`src/tnsd_pkg.sv`:
```
// Shared constants and types for the triple normalize, sort and dedup unit.
`default_nettype none

package tnsd_pkg;

	// default parameter values
	localparam int CAPACITY_DEF   = 64;
	localparam int TAXON_BITS_DEF = 16;

	// fixed port widths and limits
	localparam int PORT_W      = 16;
	localparam int MAX_RESULTS = 64;
	localparam int DUP_W       = 6;
	localparam logic [DUP_W-1:0] DUP_MAX = '1;

	// per-cycle command broadcast to every cell of the chain
	typedef struct packed {
		logic insert;
		logic shift;
		logic clear;
	} cell_ctrl_t;

endpackage

`default_nettype wire

```
`src/tnsd_cell.sv`:
```
// One cell of the sorted insertion chain: holds one triple key and its valid bit.
`default_nettype none

module tnsd_cell #(
	parameter int KEY_W = 48
) (
	input  wire                     clk,
	input  wire                     arst_n,
	input  tnsd_pkg::cell_ctrl_t    ctrl,
	input  wire  [KEY_W-1:0]        new_key,
	input  wire                     left_valid,
	input  wire  [KEY_W-1:0]        left_key,
	input  wire                     left_less,
	input  wire                     right_valid,
	input  wire  [KEY_W-1:0]        right_key,
	output logic                    valid,
	output logic [KEY_W-1:0]        key,
	output logic                    less,
	output logic                    equal
);

	logic             valid_q;
	logic [KEY_W-1:0] key_q;

	// compare the broadcast key against the held one; an empty cell sorts last
	assign less  = !valid_q || (new_key < key_q);
	assign equal = valid_q && (new_key == key_q);
	assign valid = valid_q;
	assign key   = key_q;

	// valid bit: clear, take the new key, take the left neighbor, or advance from the right
	always_ff @(posedge clk or negedge arst_n) begin
		if (!arst_n) begin
			valid_q <= 1'b0;
		end else if (ctrl.clear) begin
			valid_q <= 1'b0;
		end else if (ctrl.insert && less) begin
			valid_q <= left_less ? left_valid : 1'b1;
		end else if (ctrl.shift) begin
			valid_q <= right_valid;
		end
	end

	// key payload follows the same selection, without clear or reset
	always_ff @(posedge clk) begin
		if (ctrl.insert && less) begin
			key_q <= left_less ? left_key : new_key;
		end else if (ctrl.shift) begin
			key_q <= right_key;
		end
	end

endmodule

`default_nettype wire

```
`config.mk`:
```
export PLATFORM = sky130hd
export DESIGN_NAME = tnsd_cell
export DESIGN_NICKNAME = d
export VERILOG_FILES = /design/src/tnsd_pkg.sv /design/src/tnsd_cell.sv
export SDC_FILE = /design/constraint.sdc
export NUM_CORES = 1
export LEC_CHECK = 0
export ABC_CLOCK_PERIOD_IN_PS = 4000
export BUFFER_PORTS_ARGS = -buffer_cell sky130_fd_sc_hd__clkbuf_2
export CAP_MARGIN = 20
export CORE_ASPECT_RATIO = 0.6
export CORE_MARGIN = 1.5
export CORE_UTILIZATION = 48
export CTS_BUF_LIST = sky130_fd_sc_hd__clkbuf_2 sky130_fd_sc_hd__clkbuf_4 sky130_fd_sc_hd__clkbuf_8
export DETAILED_ROUTE_END_ITERATION = 8
export MAX_ROUTING_LAYER = met4
export PLACE_DENSITY = 0.89
export SLEW_MARGIN = 20
export SYNTH_ARGS = -nofsm -noshare
export SYNTH_HDL_FRONTEND = slang
export SYNTH_SLANG_ARGS = --single-unit
```
`constraint.sdc`:
```
create_clock -name clk -period 4 [get_ports clk]
set_clock_uncertainty 0.05 [all_clocks]
set_input_delay 0.4 -clock clk [delete_from_list [all_inputs] [get_ports clk]]
set_output_delay 0.4 -clock clk [all_outputs]
set_load 0.02 [all_outputs]
```
==> results of run 1 <==
[logic make-up (layout without fill, tap and decap cells)]
group | after synthesis | in the layout
AOI/OAI and AO/OA | 38 | 38
and+or+nand+nor | 43 | 43
DFF | 49 | 49
muxes | 97 | 97
adders and majority gates | 48 | 48
buffers and inverters | 64 | 268
[per-layer routing]
metal	global-route usage, %	routed length [um]	vias to the layer above	part of all wire, %
li1	-	-	1654	-
met1	28.6	4560	1589	42
met2	42.1	5260	157	49
met3	4.98	821	15	7.6
met4	5.75	144	0	1.3
met5	-	0	-	0
[report_power, final]
part           total, mW  switching [mW]  internal [mW]
logic              0.625           0.320          0.305
clock network      0.301           0.172          0.129
registers          0.681          0.0372          0.644
[worst max-delay path: stages, from the launching register on]
cell and delay [ps]:
edfxtp_1 370, inv_1 50, ha_1 320, nand4_1 180, nor3_1 470, nand3_1 290
a31oi_1 500, nor4b_4 100, or2_2 490, buf_12 240
[sequential cells by signal, indices dropped and copies added (netlist names)]
register / flops
key: 48
valid: 1
[synth_stat cells]
master     n
nor2b_1    1
o21ai_0    6
nand2_1   12
a221oi_1   2
a221o_1    1
buf_6      5
edfxtp_1  48
nor4_1     2
nand3_1    9
o22ai_1    1
a211oi_1   1
mux2_4    49
a2111o_1   1
mux2_2    47
a21oi_1   20
nor2_1     3
nor4b_4    1
clkbuf_1   6
mux2i_1    1
nor3_1     3
dfrtp_1    1
or2_2      1
ha_1      48
a22oi_1    1
nand4_1   11
inv_1     53
o31a_1     1
a21o_1     2
a31oi_1    1
o211ai_1   1
[path summary, 6_finish.rpt]
kind / slack (ps) / endpoint / cells past startpoint
setup / recovery: 690 / key[38] / 9
max in group asynchronous: 3440 / valid / 2
hold reg to reg: 780 / valid / 3
min in group asynchronous: 370 / valid / 2
setup reg to reg: 690 / key[38] / 9
hold / removal: 340 / key[15] / 2
[area by class of cell]
type	count	area (um^2)
Multi-Input combinational cell	226	2340
Tap cell	108	135
Clock buffer	6	76.3
Sequential cell	49	1470
Clock inverter	2	10.0
Timing Repair Buffer	207	1090
Inverter	53	199
Fill cell	627	2760
==> flow_summary_export.csv, run 1 <==
group,metric,value,unit
placed_design,port_buffers,202,
timing,tightest_slew,547,ps
route,wl_per_cell,16.6,um
final_layout,final_cell_area,5310,um^2
critical_path,critPathMaxFanout,17,
synth,syn-num-nets,539,
route,wl,10.8,mm
hold_path,hold_start,"right_key[15]",
floorplanning,die_height,74.4,um
global_routing,grt_max_degree,50,
critical_path,crit_type,"reg -> reg",
critical_path,required,4010,ps
floorplanning,die_width,122,um
synth,synth_xor_xnor_area_share,0,%
critical_path,cp-end-kind,"register",
power_and_ir_drop,powerDensity,302,nW/um^2
timing,grt_setup_unrepaired,"no",
timing,period_needed,3310,ps
synth,synth-adder-area-share,14.7,%
timing,max_freq,302,MHz
clocking,cts_max_path_buffers,2,
synth,ys_top_cells_by_area,"edfxtp_1 35%, mux2_4 18%, ha_1 15%, mux2_2 13%, inv_1 4.9%",
final_layout,final_cells,651,
final_layout,areaGrowthSynthToFinish,30.2,%
global_routing,grt_pass1_vias,3373,
synth,ys_seq_area_share,35.9,%
route,viasPerCell,5.25,
timing,drv_slew,0,
route,drtPass1Iterations,4,
critical_path,startpoint,"key[46]",
timing,setup_viol,0,
critical_path,timing.rr.start,"key[46]",
synth,ys_warn_count,0,
synth,ys_ff_latch,49,
synth,syn_area,4080,um^2
timing,hold_ws,337,ps
job,cap_violations,0,
synth,syn_area_per_cell,12.0,um^2
clocking,post-cts-setup-buffer-count,0,
final_layout,layout_common_cells,"202 x clkbuf_2, 53 x inv_1, 49 x mux2_4",
synth,synthCells,339,
placed_design,place_worst_setup_slack,652,ps
clocking,cts_buffers,5,
critical_path,arrival,3330,ps
global_routing,antenna_found_initial,0,
synth,synth_top_family_by_area,"multiplexers",
clocking,root_buffer,"clkbuf_8",
synth,synth_top_area_cell,"edfxtp_1",
global_routing,grt-ovfl-total,0,
clocking,htree_levels,2,
clocking,cts_resized,0,
power_and_ir_drop,p_leak,2.80,nW
critical_path,crit_path_start_kind,"register",
status,status,"finished, final reports clean",
clocking,hold_buffers,1,
route,drc,0,
floorplanning,io_pins,203,
timing,max_slew_margin,63.5,%
placed_design,dp_cells,642,
final_layout,drive_gt1_share,57.5,%
synth,yosysUniqueCellTypes,30,
synth,synth-compound-area-share,5.58,%
global_routing,globalRouteTotalUtil,24.0,%
route,num_vias,3415,
final_layout,n_antenna_cell,0,
route,drt_iter0_markers,141,
power_and_ir_drop,ir_drop,0.000177,V
final_layout,nNetsFinal,742,
timing,setup_tns,0,ps
floorplanning,num_rows,25,
synth,synth_top_area_share,35.3,%
final_layout,final_common_cell,"clkbuf_2",
clocking,cts_sinks,49,
floorplanning,coreArea,8070,um^2
timing,worst_slack,686,ps
clocking,path_clk_slew,100,ps
timing,hold_viol,0,
placed_design,place_congestion,0.872,
synth,synth-simple-area-share,5.73,%
floorplanning,dieArea,9080,um^2
placed_design,placed_cell_area,5220,um^2
global_routing,grt_pass1_wl,15.9,mm
power_and_ir_drop,power,1.61,mW
synth,synthMuxAreaShare,31.2,%
hold_path,hold_class,"in -> reg",
placed_design,hpwl,8.88,mm
timing,post-route-period-util,82.8,%
route,drtAntennaViolNets,0,
clocking,cts_tree,"built",
final_layout,final_core_util,65.8,%
floorplanning,start_util,50.6,%
clocking,clkLatencyLatePin,310,ps
Note: power is estimated with default switching activity, not from simulation.
==> run 2, diff against run 1 <==
--- a/config.mk
+++ b/config.mk
@@ -5,7 +5,7 @@
 export SDC_FILE = /design/constraint.sdc
 export NUM_CORES = 1
 export LEC_CHECK = 0
-export ABC_CLOCK_PERIOD_IN_PS = 4000
+export ABC_CLOCK_PERIOD_IN_PS = 3050
 export BUFFER_PORTS_ARGS = -buffer_cell sky130_fd_sc_hd__clkbuf_2
 export CAP_MARGIN = 20
 export CORE_ASPECT_RATIO = 0.6
==> constraint.sdc (replaced) <==
create_clock -name clk -period 3.05 [get_ports clk]
set_clock_uncertainty 0.05 [all_clocks]
set_input_delay 0.305 -clock clk [delete_from_list [all_inputs] [get_ports clk]]
set_output_delay 0.305 -clock clk [all_outputs]
set_load 0.02 [all_outputs]
==> run 2 against run 1 <==
Sequential power up 31%; core utilization is 3.0 points higher; count of clock-buffer cells in the layout is 1 higher; highest routed layer unchanged; largest cell class unchanged.
==> flow_summary_export.csv, run 2 (synthesized netlist as in run 1, its figures left out) <==
group,metric,value,unit
power_and_ir_drop,ir_drop,0.000229,V
global_routing,grt_pass1_vias,3384,
route,wl_met3,871,um
timing,tightest_slew,670,ps
final_layout,areaGrowthSynthToFinish,36.1,%
placed_design,place_congestion,0.835,
floorplanning,die_width,122,um
final_layout,largest_reg_flops,48,
timing,post-route-period-util,95.3,%
clocking,cts_buffers,5,
final_layout,nFillCells,606,
route,wl,11.5,mm
clocking,cts_tree,"built",
critical_path,arrival,2920,ps
critical_path,critPathMaxFanout,16,
hold_path,hold_class,"in -> reg",
final_layout,final_common_cell,"clkbuf_2",
global_routing,grt_pass1_wl,16.5,mm
placed_design,dp_cells,648,
timing,drv_slew,0,
critical_path,crit_path_max_incr_delay,410,ps
route,num_vias,3434,
floorplanning,coreArea,8070,um^2
timing,hold_ws,244,ps
global_routing,grt-ovfl-total,0,
route,wl_met2,5.81,mm
final_layout,n_antenna_cell,0,
route,viasPerCell,5.17,
global_routing,globalRouteTotalUtil,25.1,%
critical_path,required,3060,ps
final_layout,drive_gt1_share,60.4,%
final_layout,final_cells,664,
route,top_layer,"met4",
placed_design,port_buffers,202,
power_and_ir_drop,p_leak,2.90,nW
clocking,path_clk_slew,100,ps
route,drt_iter0_markers,125,
floorplanning,io_pins,203,
timing,grt_setup_unrepaired,"no",
timing,worst_slack,145,ps
floorplanning,num_rows,25,
floorplanning,dieArea,9080,um^2
route,drtPass1Iterations,4,
floorplanning,start_util,50.6,%
critical_path,critPathSlowestCell,"edfxtp_1",
timing,period_needed,2910,ps
clocking,root_buffer,"clkbuf_8",
status,status,"finished, final reports clean",
clocking,cts_sinks,49,
power_and_ir_drop,powerDensity,398,nW/um^2
timing,max_slew_margin,55.4,%
final_layout,nNetsFinal,755,
final_layout,seq_area,1470,um^2
critical_path,crit_type,"reg -> reg",
job,cap_violations,0,
global_routing,antenna_found_initial,0,
critical_path,cp-end-kind,"register",
clocking,htree_levels,2,
route,drtAntennaViolNets,0,
final_layout,layout_common_cells,"202 x clkbuf_2, 51 x inv_1, 49 x mux2_4",
critical_path,crit_path_start_kind,"register",
route,drc,0,
placed_design,hpwl,9.32,mm
global_routing,grt_max_degree,51,
timing,max_freq,344,MHz
final_layout,multi_input_area,2400,um^2
route,drt-met1-wl,4.69,mm
clocking,cts_max_path_buffers,2,
clocking,clkLatencyLatePin,310,ps
timing,setup_viol,0,
route,wl_per_cell,17.4,um
critical_path,crit_chain,"inv_1, ha_1, a21oi_1, o21ai_1, a221o_1, o31a_1, nor4b_4, buf_4, buf_12, mux2_4",
timing,hold_viol,0,
floorplanning,die_height,74.4,um
placed_design,place_worst_setup_slack,-54.9,ps
run 2: report_power, final:
part           internal, mW  switching, mW  leakage (nW)
clock network         0.206          0.233        0.0542
logic                 0.440          0.441          2.34
registers             0.844         0.0490         0.500
run 2: layer usage:
layer  vias up  track usage [%]
met5         -                -
met4         0             5.49
met3         8             5.90
met2       141             45.0
met1      1601             28.9
li1       1684                -
run 2: per-stage QoR:
stage	setup TNS [ps]	area [um^2]	total power, mW	utilization, %
after floorplan	-12.6	4120	1.44	-
after global placement	-4070	5320	1.72	66.0
after detailed placement	-2250	5320	1.76	66.0
after CTS	0	5440	2.20	67.4
after global routing	0	5550	2.33	68.8
final	0	5550	2.21	68.8
run 2: final cells by class:
| cell class | instances | area share [%] |
|---|---|---|
| multi-input cells | 226 | 43.3 |
| well taps | 108 | 2.43 |
| flip-flops and latches | 49 | 26.4 |
| repair buffers | 220 | 22.5 |
| clock buffers | 7 | 1.73 |
| inverters | 53 | 3.58 |
| clock inverters | 1 | 0.0901 |
run 2: critical path: cells and delay by family (launching register included):
family / cells / cell delay [ps]
AND/OR/NAND/NOR: 1 / 330
flip-flops: 1 / 410
buffers and inverters: 3 / 450
multiplexers: 1 / 320
adder cells (fa/ha/maj): 1 / 240
AO/OA/AOI/OAI: 4 / 840
run 2: what timing repair did:
item,in CTS,in global routing
hold endpoints to repair,1,0
hold buffers,1,0
gates cloned,0,1
pin swaps,0,1
resized for setup,1,7
endpoints found under the setup margin,54,65
buffers inserted,0,6
run 2: worst paths after layout:
kind                               start       to  slack (ps)  cells after the start
min                        right_key[14]  key[14]         240                      2
min reg2reg                        valid    valid         740                      3
max                              key[33]   key[5]         140                     10
max reg2reg                      key[33]   key[5]         140                     10
min in group asynchronous         arst_n    valid         260                      2
max in group asynchronous         arst_n    valid        2600                      2
==> run 3, diff against run 2 <==
--- a/config.mk
+++ b/config.mk
@@ -5,6 +5,7 @@
 export SDC_FILE = /design/constraint.sdc
 export NUM_CORES = 1
 export LEC_CHECK = 0
+export ABC_AREA = 1
 export ABC_CLOCK_PERIOD_IN_PS = 3050
 export BUFFER_PORTS_ARGS = -buffer_cell sky130_fd_sc_hd__clkbuf_2
 export CAP_MARGIN = 20
@@ -14,7 +15,7 @@
 export CTS_BUF_LIST = sky130_fd_sc_hd__clkbuf_2 sky130_fd_sc_hd__clkbuf_4 sky130_fd_sc_hd__clkbuf_8
 export DETAILED_ROUTE_END_ITERATION = 8
 export MAX_ROUTING_LAYER = met4
-export PLACE_DENSITY = 0.89
+export PLACE_DENSITY = 0.9
 export SLEW_MARGIN = 20
 export SYNTH_ARGS = -nofsm -noshare
 export SYNTH_HDL_FRONTEND = slang
==> run 3 against run 2 <==
Maximum frequency increased by 8.3%; hold slack got worse by 50 ps; core utilization decreased by 3.3 points; worst setup slack improved by 220 ps; sequential cell count unchanged; die area decreased by 2.0%; cell count increased by 19%; total power decreased by 4.1%; combinational power decreased by 9.4%; critical path depth increased by 4; critical endpoint is now key[44].
==> flow_summary_export.csv, run 3 <==
group,metric,value,unit
critical_path,crit_path_max_incr_delay,420,ps
clocking,clkLatencyLatePin,300,ps
critical_path,crit_top_cell,"nand2_1",
power_and_ir_drop,powerDensity,406,nW/um^2
critical_path,critPathMaxFanout,38,
route,viasPerCell,4.88,
placed_design,hpwl,8.68,mm
route,num_vias,3867,
floorplanning,start_util,50.1,%
hold_path,hold_class,"in -> reg",
critical_path,crit_type,"reg -> reg",
route,drtPass1Iterations,4,
clocking,htree_levels,2,
global_routing,grt_pass1_vias,3658,
synth,ys_ff_latch,49,
synth,synth_top_family_by_area,"simple AND/OR/NAND/NOR gates",
clocking,post-cts-setup-buffer-count,0,
timing,max_slew_margin,54.9,%
global_routing,top_usage_layer,"met2",
final_layout,layout_common_cells,"202 x clkbuf_2, 199 x nand2_1, 65 x inv_1",
synth,synth_top_area_share,36.1,%
synth,yosysUniqueCellTypes,24,
timing,hold_viol,0,
synth,synth_ff_type,"edfxtp_1",
synth,synth-simple-area-share,22.4,%
synth,ys_top_cells_by_count,"200 x nand2_1, 65 x inv_1, 48 x edfxtp_1, 48 x ha_1, 47 x mux2_2",
critical_path,crit_chain,"inv_1, ha_1, nand2_1, nor2_1, and2_1, nand3_1, nor2_2, nand2_1, nand3_1, nand2_2, nand2_2, buf_4, nand2_1, nand2_1",
timing,drv_slew,0,
synth,ys_top_cells_by_area,"edfxtp_1 36%, nand2_1 19%, ha_1 15%, mux2_2 13%, inv_1 6.1%",
global_routing,met3_usage,4.74,%
floorplanning,io_pins,203,
floorplanning,die_height,73.7,um
final_layout,final_core_util,65.5,%
hold_path,hold_depth,4,
clocking,cts_max_path_buffers,2,
timing,setup_viol,0,
global_routing,globalRouteTotalUtil,24.2,%
job,cap_violations,0,
placed_design,place_congestion,0.826,
floorplanning,dieArea,8900,um^2
timing,post-route-period-util,87.9,%
final_layout,nNetsFinal,884,
route,drc,0,
placed_design,port_buffers,202,
route,wl,10.6,mm
clocking,cts_buffers,5,
status,status,"finished, final reports clean",
synth,ys_warn_count,0,
global_routing,grt-ovfl-total,0,
timing,tightest_slew,677,ps
critical_path,crit_path_start_kind,"register",
clocking,path_clk_slew,90,ps
critical_path,arrival,2810,ps
synth,syn-num-nets,686,
final_layout,largest_reg_flops,48,
final_layout,final_common_cell,"clkbuf_2",
synth,synth-adder-area-share,15.0,%
timing,setup_tns,0,ps
synth,synthMuxAreaShare,13.2,%
critical_path,cp-end-kind,"register",
placed_design,dp_cells,784,
route,drt_iter0_markers,182,
timing,grt_setup_unrepaired,"no",
synth,ys_seq_area_share,36.7,%
critical_path,critPathSlowestCell,"buf_4",
synth,synthCells,486,
hold_path,min_to,"valid",
timing,period_needed,2680,ps
final_layout,n_antenna_cell,0,
power_and_ir_drop,ir_drop,0.000263,V
global_routing,use_met2,43.2,%
route,drtAntennaViolNets,0,
synth,syn_area,4000,um^2
floorplanning,coreArea,7980,um^2
floorplanning,die_width,121,um
timing,max_freq,373,MHz
synth,synth-compound-area-share,4.13,%
global_routing,grt_pass1_wl,16.3,mm
floorplanning,num_rows,25,
synth,synthArstFlopShare,2.04,%
critical_path,ff2ff_path_depth,14,
synth,synth_edf_count,48,
final_layout,nFillCells,660,
clocking,cts_sinks,49,
global_routing,grt_max_degree,51,
power_and_ir_drop,p_leak,2.99,nW
global_routing,antenna_found_initial,0,
synth,yosysMostFrequentCell,"nand2_1",
synth,syn_area_per_cell,8.23,um^2
clocking,cts_tree,"built",
final_layout,final_cells,793,
clocking,root_buffer,"clkbuf_8",
final_layout,drive_gt1_share,39.0,%
hold_path,hold_start,"ctrl[0]",
critical_path,reg2reg_slack,370,ps
synth,synth_xor_xnor_area_share,0,%
critical_path,r2r-end,"key[44]",
route,wl_per_cell,13.4,um
synth,synth_top_area_cell,"edfxtp_1",
critical_path,required,3170,ps
critical_path,timing.rr.start,"key[47]",
final_layout,areaGrowthSynthToFinish,30.7,%
global_routing,met1_usage,28.9,%
## run 3: cell count changes after synthesis, moves of 7 or more
cell	change
inv_1	+12
mux2_4	-49
nand2_1	+188
nand4_1	-8
nor2_1	+9
buf_2	+7
## run 3: layout make-up
class,instances,area (um^2),share of cell area [%]
inverter,66,250,4.79
timing repair buffer,207,1080,20.6
multi-input combinational,355,2190,42.0
clock buffer,7,96.3,1.84
clock inverter,1,5.00,0.0958
tap,108,135,2.59
sequential,49,1470,28.1
## run 3: worst max-delay path: cells and delay by family, from the launching register on
family | cells | cell delay (ps)
AND/OR/NAND/NOR | 11 | 1380
buffers and inverters | 2 | 470
flip-flops | 1 | 360
adder cells (fa/ha/maj) | 1 | 280
## run 3: layer usage
metal	share of wire, %	vias up
li1	-	1969
met1	44	1728
met2	49	160
met3	6.9	10
met4	0.99	0
met5	0	-
## run 3: worst max path at each step
stage,from,endpoint,slack (ps),cells after the start
4_1_cts,key[47],key[35],240,14
3_5_place_dp,new_key[47],key[35],230,14
3_3_place_gp,new_key[47],key[22],260,14
2_1_floorplan,key[47],key[0],250,13
5_1_grt,key[46],key[42],50,14
6_report,key[47],key[44],370,14
## run 3: cell families after synthesis
| logic type | after synthesis |
|---|---|
| compound gates | 30 |
| fa+ha+maj | 48 |
| buf+inv | 82 |
| flops | 49 |
| mux | 47 |
| simple gates | 230 |
## run 3: metrics by stage
stage	power (mW)	hold slack, ps	area [um^2]	setup slack (ps)
2_1_floorplan	1.41	-40.6	4000	254
3_3_place_gp	1.68	37.6	5110	264
3_5_place_dp	1.71	38.5	5110	233
4_1_cts	2.14	186	5220	243
5_1_grt	2.26	207	5220	48.1
6_report	2.12	194	5220	368
## run 3: where the power goes
group          total (mW)  switching (mW)  leakage, nW  internal, mW
clock               0.425           0.220       0.0542         0.206
sequential          0.899          0.0488        0.509         0.850
combinational       0.798           0.469         2.42         0.329
total                2.12           0.738         2.99          1.38
## run 3: repair_timing
| item | in CTS | in global routing |
|---|---|---|
| hold buffers | 1 | 0 |
| setup endpoints to repair | 0 | 36 |
| endpoints found under the hold margin | 1 | 0 |
| resized for setup | 0 | 2 |
